[config.mk]
export PLATFORM = sky130hd
export DESIGN_NAME = frequency_load_shedding_controller_top
export DESIGN_NICKNAME = d
export VERILOG_FILES = /design/src/rtl/flsc_pkg.sv /design/src/rtl/frequency_load_shedding_controller_top.sv /design/src/rtl/flsc_core.sv
export SDC_FILE = /design/constraint.sdc
export NUM_CORES = 1
export LEC_CHECK = 0
export ABC_AREA = 0
export BUFFER_PORTS_ARGS = -buffer_cell sky130_fd_sc_hd__buf_2
export CAP_MARGIN = 0
export CORE_AREA = 3 3 125 91
export DETAILED_ROUTE_END_ITERATION = 8
export DIE_AREA = 0 0 128 94
export PLACE_DENSITY = 0.82
export SETUP_SLACK_MARGIN = 0.05
export SYNTH_ARGS = -nofsm -noshare
export SYNTH_HDL_FRONTEND = slang
export SYNTH_SLANG_ARGS = --single-unit
[constraint.sdc]
create_clock -name clock -period 9.5 [get_ports clock]
set_input_delay 1.9 -clock clock [delete_from_list [all_inputs] [get_ports clock]]
set_output_delay 1.9 -clock clock [all_outputs]
set_load 0.02 [all_outputs]
[src/rtl/flsc_pkg.sv]
// ----------------------------------------------------------------------------
// flsc_pkg
// Shared types and constants of the frequency load-shedding controller.
// ----------------------------------------------------------------------------
package flsc_pkg;

   localparam int NUM_LOADS = 5;
   localparam int CSR_DATA_W = 16;
   localparam int CSR_INDEX_W = 2;
   localparam int TICK_W = 8;

   localparam logic [CSR_INDEX_W-1:0] CSR_FREQUENCY_THRESHOLD = 2'd0;
   localparam logic [CSR_INDEX_W-1:0] CSR_ROCOF_THRESHOLD     = 2'd1;
   localparam logic [CSR_INDEX_W-1:0] CSR_HOLD_TICKS          = 2'd2;

   localparam logic [15:0]       FREQUENCY_THRESHOLD_RESET = 16'd49000;
   localparam logic [14:0]       ROCOF_THRESHOLD_RESET     = 15'd1000;
   localparam logic [TICK_W-1:0] HOLD_TICKS_RESET          = 8'd25;
   localparam logic [TICK_W-1:0] TICK_MAX                  = 8'd255;

   typedef struct packed {
      logic [NUM_LOADS-1:0] requested_loads;
      logic [15:0]          frequency_mhz;
      logic signed [15:0]   rocof_chz;
      logic                 maintenance_toggle;
   } req_type;

   typedef struct packed {
      logic [NUM_LOADS-1:0] allowed_loads;
      logic [NUM_LOADS-1:0] shed_loads;
      logic                 unstable;
      logic                 managing;
      logic                 maintenance_mode;
   } rsp_type;

   typedef struct packed {
      logic [15:0]       frequency_threshold;
      logic [14:0]       rocof_threshold;
      logic [TICK_W-1:0] hold_ticks;
   } cfg_type;

endpackage

[src/rtl/frequency_load_shedding_controller_top.sv]
// ----------------------------------------------------------------------------
// frequency_load_shedding_controller_top
// Load-shedding controller with a registered result and a skid stage.
// ----------------------------------------------------------------------------
// One decision tick is taken every cycle while the input does not stall, as set
// by the single decision register stage; its result is registered into the
// output register, or into the skid register while that is full. The two-entry
// result buffer (output register plus skid register) keeps the input open while
// one result waits, and the input stalls only when both entries are full.
module frequency_load_shedding_controller_top import flsc_pkg::*; (
   input  logic                   clock,
   input  logic                   reset,
   input  logic                   req_valid,
   output logic                   req_stall,
   input  req_type                req_data,
   output logic                   rsp_valid,
   input  logic                   rsp_stall,
   output rsp_type                rsp_data,
   input  logic                   csr_write_enable,
   input  logic [CSR_INDEX_W-1:0] csr_index,
   input  logic [CSR_DATA_W-1:0]  csr_write_data
);

   cfg_type cfg_ff;
   rsp_type result;
   rsp_type out_ff;
   rsp_type skid_ff;
   logic    out_valid_ff;
   logic    skid_valid_ff;
   logic    push;
   logic    pop;

   assign req_stall = skid_valid_ff;
   assign push      = req_valid && !skid_valid_ff;
   assign pop       = out_valid_ff && !rsp_stall;
   assign rsp_valid = out_valid_ff;
   assign rsp_data  = out_ff;

   always_ff @(posedge clock) begin
      if (reset) begin
         cfg_ff.frequency_threshold <= FREQUENCY_THRESHOLD_RESET;
         cfg_ff.rocof_threshold     <= ROCOF_THRESHOLD_RESET;
         cfg_ff.hold_ticks          <= HOLD_TICKS_RESET;
      end else if (csr_write_enable) begin
         unique case (csr_index)
            CSR_FREQUENCY_THRESHOLD: cfg_ff.frequency_threshold <= csr_write_data;
            CSR_ROCOF_THRESHOLD:     cfg_ff.rocof_threshold <= csr_write_data[14:0];
            CSR_HOLD_TICKS:          cfg_ff.hold_ticks <= csr_write_data[TICK_W-1:0];
            default: ;
         endcase
      end
   end

   flsc_core u_core (
      .clock  (clock),
      .reset  (reset),
      .accept (push),
      .req    (req_data),
      .cfg    (cfg_ff),
      .result (result)
   );

   always_ff @(posedge clock) begin
      if (reset) begin
         out_valid_ff  <= 1'b0;
         skid_valid_ff <= 1'b0;
      end else if (pop) begin
         if (skid_valid_ff) begin
            out_ff        <= skid_ff;
            skid_valid_ff <= 1'b0;
         end else begin
            out_ff       <= result;
            out_valid_ff <= push;
         end
      end else if (push) begin
         if (!out_valid_ff) begin
            out_ff       <= result;
            out_valid_ff <= 1'b1;
         end else begin
            skid_ff       <= result;
            skid_valid_ff <= 1'b1;
         end
      end
   end

   a_stall_means_full: assert property (@(posedge clock) disable iff (reset)
      req_stall |-> rsp_valid)
      else $error("skid entry held without a pending result beat");

   a_maint_quiet: assert property (@(posedge clock) disable iff (reset)
      (rsp_valid && rsp_data.maintenance_mode) |->
         (!rsp_data.unstable && !rsp_data.managing && rsp_data.shed_loads == '0))
      else $error("maintenance result shows shedding activity");

   a_shed_within_allowed: assert property (@(posedge clock) disable iff (reset)
      rsp_valid |-> ((rsp_data.shed_loads & ~rsp_data.allowed_loads) == '0))
      else $error("shed load not in allowed mask");

   a_idle_no_shed: assert property (@(posedge clock) disable iff (reset)
      (rsp_valid && !rsp_data.managing) |-> (rsp_data.shed_loads == '0))
      else $error("loads shed while not managing");

endmodule

[src/rtl/flsc_core.sv]
// ----------------------------------------------------------------------------
// flsc_core
// Decision state and next-state logic: one decision tick per accepted beat.
// ----------------------------------------------------------------------------
module flsc_core import flsc_pkg::*; (
   input  logic    clock,
   input  logic    reset,
   input  logic    accept,
   input  req_type req,
   input  cfg_type cfg,
   output rsp_type result
);

   logic [NUM_LOADS-1:0] allowed_ff, allowed_in;
   logic [NUM_LOADS-1:0] shed_ff, shed_in;
   logic                 managing_ff, managing_in;
   logic                 maint_ff, maint_in;
   logic                 prev_unstable_ff, prev_unstable_in;
   logic [TICK_W-1:0]    ticks_ff, ticks_in;

   logic [15:0]          rocof_abs;
   logic                 unstable;
   logic [NUM_LOADS-1:0] cand;
   logic [NUM_LOADS-1:0] low_bit;
   logic [NUM_LOADS-1:0] high_bit;
   logic [NUM_LOADS-1:0] shed_work;
   logic [NUM_LOADS-1:0] shed_rest;
   logic [TICK_W-1:0]    ticks_inc;

   assign rocof_abs = req.rocof_chz[15] ? (~req.rocof_chz + 16'd1) : req.rocof_chz;

   always_comb begin
      shed_work = shed_ff & req.requested_loads;
      cand      = allowed_ff & req.requested_loads & ~shed_work;
      if (!managing_ff) begin
         cand = req.requested_loads & ~shed_work;
      end
      low_bit = cand & (~cand + NUM_LOADS'(1));
      high_bit = '0;
      for (int i = 0; i < NUM_LOADS; i++) begin
         if (shed_work[i]) begin
            high_bit = '0;
            high_bit[i] = 1'b1;
         end
      end
      shed_rest = shed_work & ~high_bit;
      ticks_inc = (ticks_ff == TICK_MAX) ? ticks_ff : ticks_ff + TICK_W'(1);
   end

   always_comb begin
      maint_in         = maint_ff ^ req.maintenance_toggle;
      allowed_in       = allowed_ff;
      shed_in          = shed_ff;
      managing_in      = managing_ff;
      prev_unstable_in = prev_unstable_ff;
      ticks_in         = ticks_ff;
      unstable         = 1'b0;
      if (maint_in) begin
         managing_in      = 1'b0;
         shed_in          = '0;
         allowed_in       = req.requested_loads;
         prev_unstable_in = 1'b0;
      end else begin
         unstable = (req.frequency_mhz < cfg.frequency_threshold)
                 || (rocof_abs > {1'b0, cfg.rocof_threshold});
         allowed_in = allowed_ff & req.requested_loads;
         shed_in    = shed_work;
         if (!managing_ff) begin
            allowed_in = req.requested_loads;
            if (unstable && (cand != '0)) begin
               shed_in     = shed_work | low_bit;
               managing_in = 1'b1;
               ticks_in    = '0;
            end
         end else if (unstable != prev_unstable_ff) begin
            ticks_in = '0;
         end else if (ticks_inc >= cfg.hold_ticks) begin
            ticks_in = '0;
            if (unstable) begin
               shed_in = shed_work | low_bit;
            end else begin
               shed_in = shed_rest;
               if (shed_rest == '0) begin
                  managing_in = 1'b0;
                  allowed_in  = req.requested_loads;
               end
            end
         end else begin
            ticks_in = ticks_inc;
         end
         prev_unstable_in = unstable;
      end
   end

   always_ff @(posedge clock) begin
      if (reset) begin
         allowed_ff       <= '0;
         shed_ff          <= '0;
         managing_ff      <= 1'b0;
         maint_ff         <= 1'b0;
         prev_unstable_ff <= 1'b0;
         ticks_ff         <= '0;
      end else if (accept) begin
         allowed_ff       <= allowed_in;
         shed_ff          <= shed_in;
         managing_ff      <= managing_in;
         maint_ff         <= maint_in;
         prev_unstable_ff <= prev_unstable_in;
         ticks_ff         <= ticks_in;
      end
   end

   always_comb begin
      result.allowed_loads    = allowed_in;
      result.shed_loads       = shed_in;
      result.unstable         = unstable;
      result.managing         = managing_in;
      result.maintenance_mode = maint_in;
   end

endmodule

==> flow_summary_export.csv <==
group,metric,value,unit
timing,hold_viol,0,
cells_and_area,mostFrequentLayoutCells,"75 x buf_2, 66 x nor2_1, 62 x dfxtp_1",
cts,clock-sinks,88,
synth,synth_edf_count,26,
power,total_power,0.931,mW
global_routing,grt_pass1_vias,4452,
critical_path,cp.required,9.79,ns
timing,min_period_over_period,66.7,%
cells_and_area,diodes,0,
cells_and_area,area_delta_synth_final,14.8,%
min_path,hold_class,"reg -> reg",
routing,drt-pass1-iter-count,5,
synth,ys_ff_latch,88,
placed_design,dp.cells,772,
synth,synthesis.area,5190,um^2
floorplanning,num_rows,31,
floorplanning,floorplan.initialDensity,50.7,%
timing,timing.final.ws_setup,3.17,ns
floorplanning,die_w,128,um
global_routing,overflow,0,
timing,tightest_slew,1.28,ns
timing,fin_tns_setup,0,ns
synth,syn_avg_cell_area,8.89,um^2
global_routing,grt_usage,21.5,%
floorplanning,core,10200,um^2
placed_design,gp_congestion,0.943,
synth,yosysWarnings,0,
cts,htreeDepth,3,
cells_and_area,final_common_cell,"buf_2",
routing,drc,0,
routing,vias_per_cell,5.78,
power,leakage,2.56,nW
job,cap_violations,0,
routing,wl_per_cell,16.1,um
floorplanning,die_y,94,um
timing,rsz0062_at_grt,"no",
timing,setup_viol,0,
synth,synth_ff_type,"dfxtp_1",
placed_design,dp_hpwl,9560,um
run_status,status,"finished, final reports clean",
routing,ant_nets,0,
global_routing,grt_max_degree,60,
global_routing,grt_pass1_wl,20900,um
cts,hold_buffers,0,
power,p_per_area,156,nW/um^2
cts,cts_tree,"built",
routing,routed_wirelength,12700,um
timing,max-slew-margin-rel,14.3,%
synth,ys_seq_area_share,39.0,%
cts,numCtsBuffers,9,
critical_path,crit_path_end_kind,"flip-flop",
global_routing,grt_antenna_before_repair,0,
cts,clockBufferDepth,2,
floorplanning,io_pins,76,
critical_path,arrival,6.62,ns
floorplanning,dieArea,12000,um^2
power,peakVddDrop,101,uV
cts,clk_pin_slew_worst_paths,0.07,ns
cells_and_area,n_fill_cell,907,
synth,synthDistinctLibCells,66,
placed_design,place_ws,2.87,ns
timing,maxSlewViolCount,0,
cts,worstSkewPairLatency,0.35,ns
routing,vias,4558,
timing,holdWs,0.460,ns
synth,async_reset_ff_share,0,%
timing,fin_crit,6.33,ns
critical_path,start_kind,"primary input",
routing,drtIter0Drc,374,
synth,synth_fp_nets,685,
timing,fin_worst_skew,0.0114,ns
cts,post_cts_buffers,0,
cts,cts_resized,0,
cells_and_area,drive_gt1_share,17.7,%
cells_and_area,nNetsFinal,752,
critical_path,worstSetupPathType,"in -> reg",
cts,ctsRootBufferMaster,"clkbuf_16",
timing,fmax,158,MHz
placed_design,port-buffer-count,75,
critical_path,path_max_fanout,12,
synth,postSynthCellCount,584,
cells_and_area,final_cells,788,
-- registers in the layout (all words and copies together) (netlist names) --
name	flops
u_core.prev_unstable_ff	1
u_core.shed_ff	5
u_core.ticks_ff	8
u_core.allowed_ff	5
req_stall	1
rsp_data	13
skid_ff	13
u_core.maint_ff	1
u_core.managing_ff	1
cfg_ff	39
rsp_valid	1
-- stage by stage --
step           utilization, %  area [um^2]
6_report                 58.2         5960
5_1_grt                  58.2         5960
4_1_cts                  58.2         5960
3_5_place_dp             55.4         5670
3_3_place_gp             55.4         5670
2_1_floorplan               -         5190
-- final timing paths --
check        cells after the start                 end          startpoint  slack [ns]
min reg2reg                      2          cfg_ff[22]          cfg_ff[22]        0.46
max reg2reg                     15        rsp_data[10]  u_core.ticks_ff[0]        5.10
min                              2          cfg_ff[22]          cfg_ff[22]        0.46
max                             15  u_core.ticks_ff[0]        req_data[10]        3.17
-- cells in the mapped netlist, types with 10 or more instances --
| master | n | area [um^2] |
|---|---|---|
| xnor2_1 | 19 | 166 |
| ha_1 | 40 | 500 |
| nand2b_1 | 13 | 81.3 |
| a211o_1 | 20 | 175 |
| edfxtp_1 | 26 | 781 |
| clkbuf_1 | 20 | 75.1 |
| nor3_1 | 14 | 70.1 |
| nand2_1 | 49 | 184 |
| mux2_2 | 10 | 113 |
| inv_1 | 44 | 165 |
| a21oi_1 | 43 | 215 |
| o21ai_0 | 21 | 105 |
| nor2_1 | 66 | 248 |
| dfxtp_1 | 62 | 1240 |
-- critical path, stage by stage --
cell and delay, ns:
buf_2 0.11, or4_1 0.54, or2_1 0.26, or3_4 0.35
o21ai_0 0.21, xnor2_1 0.15, ha_1 0.25, and3_1 0.19
a221o_1 0.33, a21oi_1 0.14, nand3b_1 0.15, a211oi_2 0.78
nor3_1 0.14, a311oi_1 0.82, a221o_1 0.28
-- cell type report --
class	instances	area, um^2	share of cell area (%)
multi-input combinational	427	2900	48.8
clock inverter	7	62.6	1.05
tap	132	165	2.77
sequential	88	2020	33.9
clock buffer	9	225	3.78
inverter	46	173	2.90
timing repair buffer	79	405	6.81
-- per-layer routing --
metal,share of wire (%),global-route usage [%],vias to the layer above
met3,6.9,4.49,18
li1,-,-,2229
met4,1.4,5.92,0
met2,45,33.8,177
met5,0,0,-
met1,47,29.9,2134
-- kinds of logic (layout without fill, tap and decap cells) --
logic type                 after synthesis  in the layout  share of synthesized area, %
AOI/OAI and AO/OA                      149            149                          19.9
xor gates and xnor gates                20             20                          3.38
adders and majority gates               41             41                          9.84
buffers and inverters                   69            141                          5.18
DFF                                     88             88                          39.0
muxes                                   18             18                          3.71
and+or+nand+nor                        199            199                          19.0
-- report_power, final --
group | switching, mW | internal [mW]
clock network | 0.161 | 0.182
registers | 0.0124 | 0.407
logic | 0.100 | 0.0674
Note: power is estimated with default switching activity, not from simulation.
